## src/sv/tpg_pkg.sv

```systemverilog
// Package for the trapezoidal profile generator.
// Holds field widths, codes, the sequencer state type and shared defaults.
// No dependencies.
package tpg_pkg;

    localparam int FRAC_BITS_DEF = 16;

    localparam int CFG_W     = 25;  // acceleration and speed limits
    localparam int POS_W     = 32;  // positions, velocities, times
    localparam int DT_W      = 16;  // step_time
    localparam int ACC_OUT_W = 26;  // signed acceleration
    localparam int MC_W      = 33;  // serial multiplier: signed multiplicand
    localparam int MP_W      = 25;  // serial multiplier: unsigned multiplier
    localparam int SQ_W      = 50;  // width of the speed limit squared

    localparam logic [CFG_W-1:0] CFG_RESET = 25'd65536;

    localparam logic CMD_START = 1'b0;
    localparam logic CMD_TICK  = 1'b1;

    localparam logic REG_MAX_ACCEL = 1'b0;
    localparam logic REG_MAX_VEL   = 1'b1;

    localparam logic [1:0] PH_ACCEL  = 2'd0;
    localparam logic [1:0] PH_CRUISE = 2'd1;
    localparam logic [1:0] PH_DECEL  = 2'd2;
    localparam logic [1:0] PH_DONE   = 2'd3;

    typedef enum logic [3:0] {
        ST_IDLE,
        ST_SQ,
        ST_TR,
        ST_RAMP,
        ST_CRU,
        ST_Y,
        ST_ROOT,
        ST_PLAN,
        ST_ACC,
        ST_POS,
        ST_OUT
    } tpg_state_t;

endpackage

```

## src/sv/trapezoidal_profile_generator_unit.sv

```systemverilog
// Trapezoidal profile generator, one axis, signed fixed point.
// A tick runs two serial multiplies, velocity then position; once past the stop time it goes
// straight to the result. A start squares the speed limit and runs three divides, or for a short
// segment two divides and a square root; when start equals goal it goes straight to the result.
// The sequencer holds one item at a time; in_ready rises in the same cycle the result turns valid.
// Reset clears the profile state and sets both limits to 1.0. Needs tpg_pkg, tpg_mul, tpg_divsqrt.
module trapezoidal_profile_generator_unit #(
    parameter int FRAC_BITS = tpg_pkg::FRAC_BITS_DEF
) (
    input  logic                                clk,
    input  logic                                rst_n,
    input  logic                                cfg_we,
    input  logic                                cfg_addr,
    input  logic [tpg_pkg::CFG_W-1:0]           cfg_data,
    input  logic                                in_valid,
    output logic                                in_ready,
    input  logic                                command,
    input  logic signed [tpg_pkg::POS_W-1:0]    start_position,
    input  logic signed [tpg_pkg::POS_W-1:0]    goal_position,
    input  logic [tpg_pkg::DT_W-1:0]            step_time,
    output logic                                out_valid,
    input  logic                                out_ready,
    output logic                                active,
    output logic [1:0]                          phase,
    output logic signed [tpg_pkg::ACC_OUT_W-1:0] accel_out,
    output logic signed [tpg_pkg::POS_W-1:0]    velocity_out,
    output logic signed [tpg_pkg::POS_W-1:0]    position_out,
    output logic [tpg_pkg::POS_W-1:0]           time_out
);
    import tpg_pkg::*;

    localparam int NUM_W = (32 + 2 * FRAC_BITS > SQ_W) ? 32 + 2 * FRAC_BITS : SQ_W;
    localparam int RT_W  = NUM_W / 2;
    localparam int MUL_W = MC_W + MP_W;

    function automatic logic signed [POS_W-1:0] sat_s32(input logic signed [MUL_W:0] x);
        logic signed [MUL_W:0] hi;
        logic signed [MUL_W:0] lo;
        hi = (MUL_W+1)'(32'sh7FFFFFFF);
        lo = (MUL_W+1)'(32'sh80000000);
        if (x > hi)
            sat_s32 = 32'sh7FFFFFFF;
        else if (x < lo)
            sat_s32 = 32'sh80000000;
        else
            sat_s32 = x[POS_W-1:0];
    endfunction

    function automatic logic [POS_W-1:0] sat_q(input logic [NUM_W-1:0] q);
        sat_q = (|q[NUM_W-1:POS_W]) ? '1 : q[POS_W-1:0];
    endfunction

    function automatic logic [POS_W-1:0] sat_add(input logic [POS_W-1:0] x,
                                                 input logic [POS_W-1:0] y);
        logic [POS_W:0] s;
        s = {1'b0, x} + {1'b0, y};
        sat_add = s[POS_W] ? '1 : s[POS_W-1:0];
    endfunction

    tpg_state_t state_reg, state_next;

    logic [CFG_W-1:0]            max_accel_reg, max_accel_next;
    logic [CFG_W-1:0]            max_vel_reg, max_vel_next;
    logic [POS_W-1:0]            elapsed_reg, elapsed_next;
    logic [POS_W-1:0]            cruise_t_reg, cruise_t_next;
    logic [POS_W-1:0]            decel_t_reg, decel_t_next;
    logic [POS_W-1:0]            stop_t_reg, stop_t_next;
    logic signed [ACC_OUT_W-1:0] init_acc_reg, init_acc_next;
    logic signed [ACC_OUT_W-1:0] cur_acc_reg, cur_acc_next;
    logic signed [POS_W-1:0]     vel_reg, vel_next;
    logic signed [POS_W-1:0]     pos_reg, pos_next;
    logic                        out_valid_reg, out_valid_next;

    logic [POS_W-1:0]            dist_reg, dist_next;
    logic [POS_W-1:0]            tr_reg, tr_next;
    logic [POS_W-1:0]            ramp_reg, ramp_next;
    logic [POS_W-1:0]            cru_len_reg, cru_len_next;
    logic [DT_W-1:0]             dt_reg, dt_next;
    logic                        res_active_reg, res_active_next;
    logic [1:0]                  res_phase_reg, res_phase_next;
    logic                        res_start_reg, res_start_next;
    logic                        o_active_reg, o_active_next;
    logic [1:0]                  o_phase_reg, o_phase_next;
    logic signed [ACC_OUT_W-1:0] o_acc_reg, o_acc_next;
    logic signed [POS_W-1:0]     o_vel_reg, o_vel_next;
    logic signed [POS_W-1:0]     o_pos_reg, o_pos_next;
    logic [POS_W-1:0]            o_time_reg, o_time_next;

    logic                        in_fire, out_free;
    logic [CFG_W-1:0]            a_eff, v_eff;
    logic signed [ACC_OUT_W-1:0] acc_pos;
    logic signed [POS_W-1:0]     vel_pos;
    logic signed [POS_W:0]       diff_gs, neg_gs;
    logic                        dir_up;
    logic [POS_W-1:0]            d_abs;
    logic [POS_W:0]              el_sum;
    logic [POS_W-1:0]            el_new;
    logic                        past_stop, in_decel, in_cruise;
    logic signed [ACC_OUT_W-1:0] accel_sel;
    logic signed [POS_W-1:0]     vel_sel;
    logic [1:0]                  phase_sel;

    logic                        mul_start, mul_done;
    logic signed [MC_W-1:0]      mul_mc;
    logic [MP_W-1:0]             mul_mp;
    logic signed [MUL_W-1:0]     mul_prod, prod_sh;
    logic signed [POS_W-1:0]     vel_upd, pos_upd;

    logic                        ds_start, ds_sqrt, ds_done;
    logic [NUM_W-1:0]            ds_num, ds_quo;
    logic [CFG_W-1:0]            ds_den;
    logic [RT_W-1:0]             ds_root;
    logic                        tr_lt_d;
    logic [POS_W-1:0]            decel_calc;

    tpg_mul #(
        .MC_W (MC_W),
        .MP_W (MP_W)
    ) u_mul (
        .clk   (clk),
        .rst_n (rst_n),
        .start (mul_start),
        .mc    (mul_mc),
        .mp    (mul_mp),
        .done  (mul_done),
        .prod  (mul_prod)
    );

    tpg_divsqrt #(
        .NUM_W (NUM_W),
        .DEN_W (CFG_W)
    ) u_divsqrt (
        .clk       (clk),
        .rst_n     (rst_n),
        .start     (ds_start),
        .sqrt_mode (ds_sqrt),
        .num       (ds_num),
        .den       (ds_den),
        .done      (ds_done),
        .quo       (ds_quo),
        .root      (ds_root)
    );

    // shared datapath terms
    always_comb
    begin
        in_fire   = in_valid && in_ready;
        out_free  = !out_valid_reg || out_ready;
        a_eff     = (max_accel_reg == '0) ? CFG_W'(1) : max_accel_reg;
        v_eff     = (max_vel_reg == '0) ? CFG_W'(1) : max_vel_reg;
        acc_pos   = $signed(ACC_OUT_W'(a_eff));
        vel_pos   = $signed(POS_W'(v_eff));
        diff_gs   = (POS_W+1)'(goal_position) - (POS_W+1)'(start_position);
        neg_gs    = -diff_gs;
        dir_up    = goal_position > start_position;
        d_abs     = dir_up ? diff_gs[POS_W-1:0] : neg_gs[POS_W-1:0];
        el_sum    = (POS_W+1)'(elapsed_reg) + (POS_W+1)'(step_time);
        el_new    = el_sum[POS_W] ? '1 : el_sum[POS_W-1:0];
        past_stop = el_new > stop_t_reg;
        in_decel  = el_new > decel_t_reg;
        in_cruise = el_new > cruise_t_reg;
        if (in_decel)
        begin
            accel_sel = -init_acc_reg;
            vel_sel   = vel_reg;
            phase_sel = PH_DECEL;
        end
        else if (in_cruise)
        begin
            accel_sel = '0;
            vel_sel   = (init_acc_reg > 0) ? vel_pos : -vel_pos;
            phase_sel = PH_CRUISE;
        end
        else
        begin
            accel_sel = cur_acc_reg;
            vel_sel   = vel_reg;
            phase_sel = PH_ACCEL;
        end
        prod_sh    = mul_prod >>> FRAC_BITS;
        vel_upd    = sat_s32((MUL_W+1)'(vel_reg) + {prod_sh[MUL_W-1], prod_sh});
        pos_upd    = sat_s32((MUL_W+1)'(pos_reg) + {prod_sh[MUL_W-1], prod_sh});
        tr_lt_d    = ds_quo < NUM_W'(dist_reg);
        decel_calc = sat_add(ramp_reg, cru_len_reg);
    end

    // sequencer: next state
    always_comb
    begin
        state_next = state_reg;
        case (state_reg)
            ST_IDLE:
            begin
                if (in_fire)
                begin
                    if (command == CMD_START)
                        state_next = (d_abs == '0) ? ST_OUT : ST_SQ;
                    else
                        state_next = past_stop ? ST_OUT : ST_ACC;
                end
            end
            ST_SQ:   if (mul_done) state_next = ST_TR;
            ST_TR:   if (ds_done) state_next = tr_lt_d ? ST_RAMP : ST_Y;
            ST_RAMP: if (ds_done) state_next = ST_CRU;
            ST_CRU:  if (ds_done) state_next = ST_PLAN;
            ST_Y:    if (ds_done) state_next = ST_ROOT;
            ST_ROOT: if (ds_done) state_next = ST_PLAN;
            ST_PLAN: state_next = ST_OUT;
            ST_ACC:  if (mul_done) state_next = ST_POS;
            ST_POS:  if (mul_done) state_next = ST_OUT;
            ST_OUT:  if (out_free) state_next = ST_IDLE;
            default: state_next = ST_IDLE;
        endcase
    end

    // sequencer: unit launches and operands
    always_comb
    begin
        in_ready  = (state_reg == ST_IDLE);
        mul_start = 1'b0;
        mul_mc    = '0;
        mul_mp    = '0;
        ds_start  = 1'b0;
        ds_sqrt   = 1'b0;
        ds_num    = '0;
        ds_den    = a_eff;
        case (state_reg)
            ST_IDLE:
            begin
                if (in_fire && command == CMD_START && d_abs != '0)
                begin
                    mul_start = 1'b1;
                    mul_mc    = $signed(MC_W'(v_eff));
                    mul_mp    = MP_W'(v_eff);
                end
                else if (in_fire && command == CMD_TICK && !past_stop)
                begin
                    mul_start = 1'b1;
                    mul_mc    = MC_W'(accel_sel);
                    mul_mp    = MP_W'(step_time);
                end
            end
            ST_SQ:
            begin
                ds_start = mul_done;
                ds_num   = NUM_W'(mul_prod[SQ_W-1:0]);
            end
            ST_TR:
            begin
                ds_start = ds_done;
                if (tr_lt_d)
                    ds_num = NUM_W'(v_eff) << FRAC_BITS;
                else
                    ds_num = NUM_W'(dist_reg) << (2 * FRAC_BITS);
            end
            ST_RAMP:
            begin
                ds_start = ds_done;
                ds_num   = NUM_W'(dist_reg - tr_reg) << FRAC_BITS;
                ds_den   = v_eff;
            end
            ST_Y:
            begin
                ds_start = ds_done;
                ds_sqrt  = 1'b1;
                ds_num   = ds_quo;
            end
            ST_ACC:
            begin
                mul_start = mul_done;
                mul_mc    = MC_W'(vel_upd);
                mul_mp    = MP_W'(dt_reg);
            end
            default:
            begin
                mul_start = 1'b0;
            end
        endcase
    end

    // datapath next values
    always_comb
    begin
        max_accel_next  = max_accel_reg;
        max_vel_next    = max_vel_reg;
        elapsed_next    = elapsed_reg;
        cruise_t_next   = cruise_t_reg;
        decel_t_next    = decel_t_reg;
        stop_t_next     = stop_t_reg;
        init_acc_next   = init_acc_reg;
        cur_acc_next    = cur_acc_reg;
        vel_next        = vel_reg;
        pos_next        = pos_reg;
        out_valid_next  = out_valid_reg && !out_ready;
        dist_next       = dist_reg;
        tr_next         = tr_reg;
        ramp_next       = ramp_reg;
        cru_len_next    = cru_len_reg;
        dt_next         = dt_reg;
        res_active_next = res_active_reg;
        res_phase_next  = res_phase_reg;
        res_start_next  = res_start_reg;
        o_active_next   = o_active_reg;
        o_phase_next    = o_phase_reg;
        o_acc_next      = o_acc_reg;
        o_vel_next      = o_vel_reg;
        o_pos_next      = o_pos_reg;
        o_time_next     = o_time_reg;

        if (cfg_we)
        begin
            case (cfg_addr)
                REG_MAX_ACCEL: max_accel_next = cfg_data;
                REG_MAX_VEL:   max_vel_next   = cfg_data;
                default:       max_vel_next   = max_vel_reg;
            endcase
        end

        case (state_reg)
            ST_IDLE:
            begin
                if (in_fire && command == CMD_START)
                begin
                    elapsed_next   = '0;
                    vel_next       = '0;
                    pos_next       = start_position;
                    dist_next      = d_abs;
                    res_start_next = 1'b1;
                    if (d_abs == '0)
                    begin
                        cruise_t_next   = '0;
                        decel_t_next    = '0;
                        stop_t_next     = '0;
                        init_acc_next   = '0;
                        cur_acc_next    = '0;
                        res_active_next = 1'b0;
                        res_phase_next  = PH_DONE;
                    end
                    else
                    begin
                        init_acc_next   = dir_up ? acc_pos : -acc_pos;
                        cur_acc_next    = dir_up ? acc_pos : -acc_pos;
                        res_active_next = 1'b1;
                        res_phase_next  = PH_ACCEL;
                    end
                end
                else if (in_fire)
                begin
                    elapsed_next   = el_new;
                    dt_next        = step_time;
                    res_start_next = 1'b0;
                    if (past_stop)
                    begin
                        res_active_next = 1'b0;
                        res_phase_next  = PH_DONE;
                    end
                    else
                    begin
                        res_active_next = 1'b1;
                        res_phase_next  = phase_sel;
                        cur_acc_next    = accel_sel;
                        vel_next        = vel_sel;
                    end
                end
            end
            ST_TR:   if (ds_done) tr_next = ds_quo[POS_W-1:0];
            ST_RAMP: if (ds_done) ramp_next = sat_q(ds_quo);
            ST_CRU:  if (ds_done) cru_len_next = sat_q(ds_quo);
            ST_ROOT:
            begin
                if (ds_done)
                begin
                    ramp_next    = sat_q(NUM_W'(ds_root));
                    cru_len_next = '0;
                end
            end
            ST_PLAN:
            begin
                cruise_t_next = ramp_reg;
                decel_t_next  = decel_calc;
                stop_t_next   = sat_add(decel_calc, ramp_reg);
            end
            ST_ACC:  if (mul_done) vel_next = vel_upd;
            ST_POS:  if (mul_done) pos_next = pos_upd;
            ST_OUT:
            begin
                if (out_free)
                begin
                    out_valid_next = 1'b1;
                    o_active_next  = res_active_reg;
                    o_phase_next   = res_phase_reg;
                    o_acc_next     = res_active_reg ? cur_acc_reg : '0;
                    o_vel_next     = vel_reg;
                    o_pos_next     = pos_reg;
                    o_time_next    = res_start_reg ? stop_t_reg : elapsed_reg;
                end
            end
            default:
            begin
                dt_next = dt_reg;
            end
        endcase
    end

    always_ff @(posedge clk or negedge rst_n)
    begin
        if (!rst_n)
        begin
            state_reg     <= ST_IDLE;
            max_accel_reg <= CFG_RESET;
            max_vel_reg   <= CFG_RESET;
            elapsed_reg   <= '0;
            cruise_t_reg  <= '0;
            decel_t_reg   <= '0;
            stop_t_reg    <= '0;
            init_acc_reg  <= '0;
            cur_acc_reg   <= '0;
            vel_reg       <= '0;
            pos_reg       <= '0;
            out_valid_reg <= 1'b0;
        end
        else
        begin
            state_reg     <= state_next;
            max_accel_reg <= max_accel_next;
            max_vel_reg   <= max_vel_next;
            elapsed_reg   <= elapsed_next;
            cruise_t_reg  <= cruise_t_next;
            decel_t_reg   <= decel_t_next;
            stop_t_reg    <= stop_t_next;
            init_acc_reg  <= init_acc_next;
            cur_acc_reg   <= cur_acc_next;
            vel_reg       <= vel_next;
            pos_reg       <= pos_next;
            out_valid_reg <= out_valid_next;
        end
    end

    always_ff @(posedge clk)
    begin
        dist_reg       <= dist_next;
        tr_reg         <= tr_next;
        ramp_reg       <= ramp_next;
        cru_len_reg    <= cru_len_next;
        dt_reg         <= dt_next;
        res_active_reg <= res_active_next;
        res_phase_reg  <= res_phase_next;
        res_start_reg  <= res_start_next;
        o_active_reg   <= o_active_next;
        o_phase_reg    <= o_phase_next;
        o_acc_reg      <= o_acc_next;
        o_vel_reg      <= o_vel_next;
        o_pos_reg      <= o_pos_next;
        o_time_reg     <= o_time_next;
    end

    assign out_valid    = out_valid_reg;
    assign active       = o_active_reg;
    assign phase        = o_phase_reg;
    assign accel_out    = o_acc_reg;
    assign velocity_out = o_vel_reg;
    assign position_out = o_pos_reg;
    assign time_out     = o_time_reg;

    a_fire_leaves_idle: assert property (@(posedge clk) disable iff (!rst_n)
        in_fire |=> state_reg != ST_IDLE)
        else $error("item accepted but sequencer stayed idle");

    a_mul_done_state: assert property (@(posedge clk) disable iff (!rst_n)
        mul_done |-> (state_reg == ST_SQ || state_reg == ST_ACC || state_reg == ST_POS))
        else $error("multiplier finished outside a multiply step");

    a_ds_done_state: assert property (@(posedge clk) disable iff (!rst_n)
        ds_done |-> (state_reg == ST_TR || state_reg == ST_RAMP || state_reg == ST_CRU
                     || state_reg == ST_Y || state_reg == ST_ROOT))
        else $error("divider finished outside a divide step");

    a_plan_order: assert property (@(posedge clk) disable iff (!rst_n)
        state_reg == ST_PLAN |=> (stop_t_reg >= decel_t_reg && decel_t_reg >= cruise_t_reg))
        else $error("planned times out of order");

endmodule

```

## src/sv/tpg_mul.sv

```systemverilog
// Bit-serial shift-add multiplier: signed multiplicand by unsigned multiplier.
// One multiplier bit per cycle. Depends on tpg_pkg.
module tpg_mul #(
    parameter int MC_W = tpg_pkg::MC_W,
    parameter int MP_W = tpg_pkg::MP_W
) (
    input  logic                          clk,
    input  logic                          rst_n,
    input  logic                          start,
    input  logic signed [MC_W-1:0]        mc,
    input  logic [MP_W-1:0]               mp,
    output logic                          done,
    output logic signed [MC_W+MP_W-1:0]   prod
);
    localparam int CNT_W = $clog2(MP_W + 1);

    logic                   busy_reg, busy_next;
    logic                   done_reg, done_next;
    logic [CNT_W-1:0]       cnt_reg, cnt_next;
    logic signed [MC_W-1:0] mc_reg, mc_next;
    logic signed [MC_W:0]   hi_reg, hi_next;
    logic [MP_W-1:0]        lo_reg, lo_next;
    logic signed [MC_W:0]   sum;

    always_comb
    begin
        sum = hi_reg + (lo_reg[0] ? {mc_reg[MC_W-1], mc_reg} : '0);
        busy_next = busy_reg;
        done_next = 1'b0;
        cnt_next  = cnt_reg;
        mc_next   = mc_reg;
        hi_next   = hi_reg;
        lo_next   = lo_reg;
        if (start)
        begin
            busy_next = 1'b1;
            cnt_next  = CNT_W'(MP_W);
            mc_next   = mc;
            hi_next   = '0;
            lo_next   = mp;
        end
        else if (busy_reg)
        begin
            hi_next  = {sum[MC_W], sum[MC_W:1]};
            lo_next  = {sum[0], lo_reg[MP_W-1:1]};
            cnt_next = cnt_reg - 1'b1;
            if (cnt_reg == CNT_W'(1))
            begin
                busy_next = 1'b0;
                done_next = 1'b1;
            end
        end
    end

    always_ff @(posedge clk or negedge rst_n)
    begin
        if (!rst_n)
        begin
            busy_reg <= 1'b0;
            done_reg <= 1'b0;
            cnt_reg  <= '0;
        end
        else
        begin
            busy_reg <= busy_next;
            done_reg <= done_next;
            cnt_reg  <= cnt_next;
        end
    end

    always_ff @(posedge clk)
    begin
        mc_reg <= mc_next;
        hi_reg <= hi_next;
        lo_reg <= lo_next;
    end

    assign done = done_reg;
    assign prod = {hi_reg[MC_W-1:0], lo_reg};

endmodule

```

## src/sv/tpg_divsqrt.sv

```systemverilog
// Serial unsigned divider (one quotient bit per cycle) and integer square
// root (one root bit per cycle, two radicand bits consumed). Depends on tpg_pkg.
module tpg_divsqrt #(
    parameter int NUM_W = 64,
    parameter int DEN_W = tpg_pkg::CFG_W
) (
    input  logic                 clk,
    input  logic                 rst_n,
    input  logic                 start,
    input  logic                 sqrt_mode,
    input  logic [NUM_W-1:0]     num,
    input  logic [DEN_W-1:0]     den,
    output logic                 done,
    output logic [NUM_W-1:0]     quo,
    output logic [NUM_W/2-1:0]   root
);
    localparam int RT_W  = NUM_W / 2;
    localparam int SR_W  = RT_W + 2;
    localparam int CNT_W = $clog2(NUM_W + 1);

    logic               busy_reg, busy_next;
    logic               done_reg, done_next;
    logic               mode_reg, mode_next;
    logic [CNT_W-1:0]   cnt_reg, cnt_next;
    logic [NUM_W-1:0]   sh_reg, sh_next;
    logic [DEN_W-1:0]   den_reg, den_next;
    logic [DEN_W-1:0]   rem_reg, rem_next;
    logic [SR_W-1:0]    srem_reg, srem_next;
    logic [RT_W-1:0]    root_reg, root_next;

    logic [DEN_W:0]     div_sh, div_diff;
    logic               div_ge;
    logic [SR_W-1:0]    sq_sh, sq_trial, sq_diff;
    logic               sq_ge;

    always_comb
    begin
        div_sh   = {rem_reg, sh_reg[NUM_W-1]};
        div_diff = div_sh - {1'b0, den_reg};
        div_ge   = div_sh >= {1'b0, den_reg};
        sq_sh    = {srem_reg[SR_W-3:0], sh_reg[NUM_W-1:NUM_W-2]};
        sq_trial = {root_reg, 2'b01};
        sq_diff  = sq_sh - sq_trial;
        sq_ge    = sq_sh >= sq_trial;

        busy_next = busy_reg;
        done_next = 1'b0;
        mode_next = mode_reg;
        cnt_next  = cnt_reg;
        sh_next   = sh_reg;
        den_next  = den_reg;
        rem_next  = rem_reg;
        srem_next = srem_reg;
        root_next = root_reg;
        if (start)
        begin
            busy_next = 1'b1;
            mode_next = sqrt_mode;
            cnt_next  = sqrt_mode ? CNT_W'(RT_W) : CNT_W'(NUM_W);
            sh_next   = num;
            den_next  = den;
            rem_next  = '0;
            srem_next = '0;
            root_next = '0;
        end
        else if (busy_reg)
        begin
            if (mode_reg)
            begin
                srem_next = sq_ge ? sq_diff : sq_sh;
                root_next = {root_reg[RT_W-2:0], sq_ge};
                sh_next   = {sh_reg[NUM_W-3:0], 2'b00};
            end
            else
            begin
                rem_next = div_ge ? div_diff[DEN_W-1:0] : div_sh[DEN_W-1:0];
                sh_next  = {sh_reg[NUM_W-2:0], div_ge};
            end
            cnt_next = cnt_reg - 1'b1;
            if (cnt_reg == CNT_W'(1))
            begin
                busy_next = 1'b0;
                done_next = 1'b1;
            end
        end
    end

    always_ff @(posedge clk or negedge rst_n)
    begin
        if (!rst_n)
        begin
            busy_reg <= 1'b0;
            done_reg <= 1'b0;
            mode_reg <= 1'b0;
            cnt_reg  <= '0;
        end
        else
        begin
            busy_reg <= busy_next;
            done_reg <= done_next;
            mode_reg <= mode_next;
            cnt_reg  <= cnt_next;
        end
    end

    always_ff @(posedge clk)
    begin
        sh_reg   <= sh_next;
        den_reg  <= den_next;
        rem_reg  <= rem_next;
        srem_reg <= srem_next;
        root_reg <= root_next;
    end

    assign done = done_reg;
    assign quo  = sh_reg;
    assign root = root_reg;

endmodule

```

## config.mk

```make
export PLATFORM = sky130hd
export DESIGN_NAME = trapezoidal_profile_generator_unit
export DESIGN_NICKNAME = d
export VERILOG_FILES = /design/src/sv/tpg_pkg.sv /design/src/sv/trapezoidal_profile_generator_unit.sv /design/src/sv/tpg_mul.sv /design/src/sv/tpg_divsqrt.sv
export SDC_FILE = /design/constraint.sdc
export NUM_CORES = 2
export LEC_CHECK = 0
export BUFFER_PORTS_ARGS = -buffer_cell sky130_fd_sc_hd__buf_2
export CAP_MARGIN = 20
export CORE_MARGIN = 2
export CORE_UTILIZATION = 50
export DETAILED_ROUTE_END_ITERATION = 12
export GPL_TIMING_DRIVEN = 0
export MAX_ROUTING_LAYER = met4
export PLACE_DENSITY = 0.65
export SETUP_SLACK_MARGIN = 0.1
export SLEW_MARGIN = 20
export SYNTH_ARGS = -nofsm -noshare
export SYNTH_HDL_FRONTEND = slang
export SYNTH_HIERARCHICAL = 1
export SYNTH_SLANG_ARGS = --single-unit
```

## constraint.sdc

```tcl
create_clock -name clk -period 22.9 [get_ports clk]
set_input_delay 4.58 -clock clk [delete_from_list [all_inputs] [get_ports clk]]
set_output_delay 4.58 -clock clk [all_outputs]
set_load 0.02 [all_outputs]
```

==> results.md <==
* Max-slew violations at 0
* Die area at 122,000 um^2
* DP HPWL at 177,000 um
* PnR worst setup slack at 8.57 ns
* Largest net degree at the start of global routing at 95
* M1 WL at 97,200 um
* Crit path top cell by count: a21o_1
* Setup violators final at 0
* CTS tree: done
* Resized cells post-CTS at 0
* Synth unique cells at 120
* Layout cells sized above 1 at 10.1%
* CP arrival at 14.81 ns
* Met2 routed WL at 99,100 um
* FP Rows at 126
* Setup bufs post-CTS at 0
* Post-Synthesis Cells at 6,608
* HP Class: reg2reg
* Number of remaining DRC errors at 0
* Status: complete, no violations
* Synthesized Nets at 7,182
* Total number of vias at 54,500
* Filler cell count in the final layout at 10,800
* Worst slack at placement at 7.92 ns
* Nets at 7,550
* Layout area overhead at 11.9%
* Setup crit end kind: flop
* Fin crit share at 62.6%
* I/O Pins at 239
* Port buffer count at 238
* Synth top area cells: edfxtp_1 (21%), dfrtp_1 (13%), ha_1 (9.5%)
* Sink Count at 858
* Worst Tran Pin Value at 1.20 ns
* Highest Signal Layer: met4
* Deepest clock path buffer count at 3
* CP max stage cell: a2111oi_0
* Max_slew headroom at 19.1%
* Die width at 350 um
* Worst-Skew Late Latency at 0.73 ns
* Initial antenna violation count at 10
* Maxcap violations at 0
* Slowest stage delay, CP at 0.77 ns
* Main synth FF type: edfxtp_1
* Ys async rst share at 36.8%
* CTS clk-pin slew, worst paths at 0.06 ns
* Chip height at 350 um
* Max reg flops at 64
* Placer Congestion at 1.01
* LEAKAGE at 0.0279 uW
* Post-synthesis sequential area ratio at 38.5%
* DR pass1 iterations at 9
* Final Hold Fails at 0
* Grt ovf at 0
* Global-route wire length before repair at 331,000 um
* Hold slack at 0.422 ns
* Delay-heaviest family, CP: compound AO/OA/AOI/OAI gates
* Vias in the first global route at 50,900
* RSZ-0062 raised after global routing: no
* Drt total wl at 226,000 um
* Achievable Freq at 0.0698 GHz
* WS Path Type: in2reg
* Syn Area/Cell at 9.03 um^2
* Peak VDD IR at 0.000107 V
* Synth Cell Area at 59,700 um^2
* TritonCTS buffer count at 99
* Synth warn at 6
* Root Driver: clkbuf_16
* CP Launch Type: input port
* WL met3 at 20,100 um
* Setup Skew at 0.0624 ns
* Post-synthesis sequential element count at 858
* Post-layout min period at 14.33 ns
* Post-synth EDFFs at 420
* Total GRT Usage at 37.2%
* Worst Path Buf+Inv at 6
* Core area at 118,000 um^2
* WL per Instance at 26.2 um
* Number of vias per cell at 6.33
* Commonest non-fill, non-tap cells in the layout: nand2_1 (757), a21oi_1 (498), nor2_1 (461)
* Pwr dens at 121 nW/um^2
* Starting DRT DRC Count at 6,308
* H-tree levels at 3
* Yosys top cell area share at 21.1%
* Placed Cells incl. Taps at 8,411
* Worst Path Required at 23.38 ns
* Worst Path Max Fanout at 11
* Starting Density at 50.5%
* Commonest non-fill, non-tap cell in the layout: nand2_1
* Antenna-violating nets left at 0
* Hold buffers post-CTS at 0
* Cell Count, Final, Fillers Out at 8,608
* Setup tns final at 0 ns
* Area leader, netlist: edfxtp_1
[routing by layer]
layer	global-route usage (%)	vias up
met1	50.5	26400
li1	-	25000
met4	14.1	0
met3	6.09	418
met5	-	-
met2	55.8	2603
[through the flow]
step | total power [uW] | instance area, um^2 | util [%]
2_1_floorplan | 5050 | 59700 | -
3_3_place_gp | 6230 | 62800 | 53.1
3_5_place_dp | 6270 | 63300 | 53.5
4_1_cts | 8000 | 66800 | 56.5
5_1_grt | 8560 | 66800 | 56.5
6_report | 8080 | 66800 | 56.5
[worst register-to-register path, delay by kind of cell, from the launching register on]
family                     cells  cell delay [ns]
buffers and inverters          5             2.91
and+or+nand+nor                5             1.57
muxes                          1             0.42
adders and majority gates      3             0.98
AOI/OAI and AO/OA             17             4.18
DFF                            1             0.40
[power breakdown]
group	total [uW]	internal, uW	switching, uW	leakage, uW
logic	3870	1500	2370	0.0175
registers	2510	2030	476	0.00871
clock network	1700	981	723	0.00170
[area by class of cell]
| class | instances | area, um^2 | share of cell area, % |
|---|---|---|---|
| inverters | 401 | 1510 | 2.26 |
| clock inverters | 54 | 717 | 1.07 |
| diodes | 11 | 27.5 | 0.0412 |
| repair buffers | 267 | 1580 | 2.36 |
| flip-flops and latches | 858 | 23000 | 34.4 |
| plain buffers | 321 | 1370 | 2.05 |
| clock buffers | 132 | 2780 | 4.16 |
| multi-input cells | 5028 | 33900 | 50.8 |
| well taps | 1536 | 1920 | 2.88 |
[cell usage after synthesis (25+ instances only)]
library cell and count:
buf_2 35, o21bai_1 33, clkbuf_1 240, nor2_1 463, ha_1 453, a31oi_1 90
nor4_1 50, dfrtp_1 314, nand4_1 84, o211ai_1 63, a222oi_1 28, a22o_1 61
a21oi_1 499, nand3_1 121, nand2_1 758, mux2i_1 106, and2_1 97, xor2_1 137
o2111ai_1 33, a41oi_1 33, a21o_1 171, nor3_1 83, edfxtp_1 420, o31ai_1 94
a31o_2 25, mux2_2 109, o21a_1 67, or3_1 42, a211oi_1 39, inv_1 398
o21ai_0 453, nor2b_1 61, a22oi_1 26, buf_1 26, and3_1 54, dfxtp_1 122
or2_2 27, nand2b_1 64, xnor2_1 221
[path summary, 6_finish.rpt]
kind                                  startpoint               end  slack, ns  depth (start not counted)
max in group asynchronous                  rst_n    decel_t_reg[8]      17.75                          3
worst max-delay path                step_time[0]  u_mul/lo_reg[20]       8.57                         32
min in group asynchronous                  rst_n  init_acc_reg[10]       3.76                          1
worst min-delay path            res_phase_reg[1]          phase[1]       0.42                          0
worst max register to register    elapsed_reg[0]  u_mul/lo_reg[20]      12.19                         31
worst min register to register  res_phase_reg[1]          phase[1]       0.42                          0
[kinds of logic after synthesis]
family	Yosys count	synth area share (%)
multiplexers	216	3.85
flip-flops	858	38.5
AO/OA/AOI/OAI	1993	22.1
buffers and inverters	722	4.80
XOR/XNOR	358	5.25
adder cells (fa/ha/maj)	462	9.80
AND/OR/NAND/NOR	1999	15.8
(Power assumes the default switching activity.)
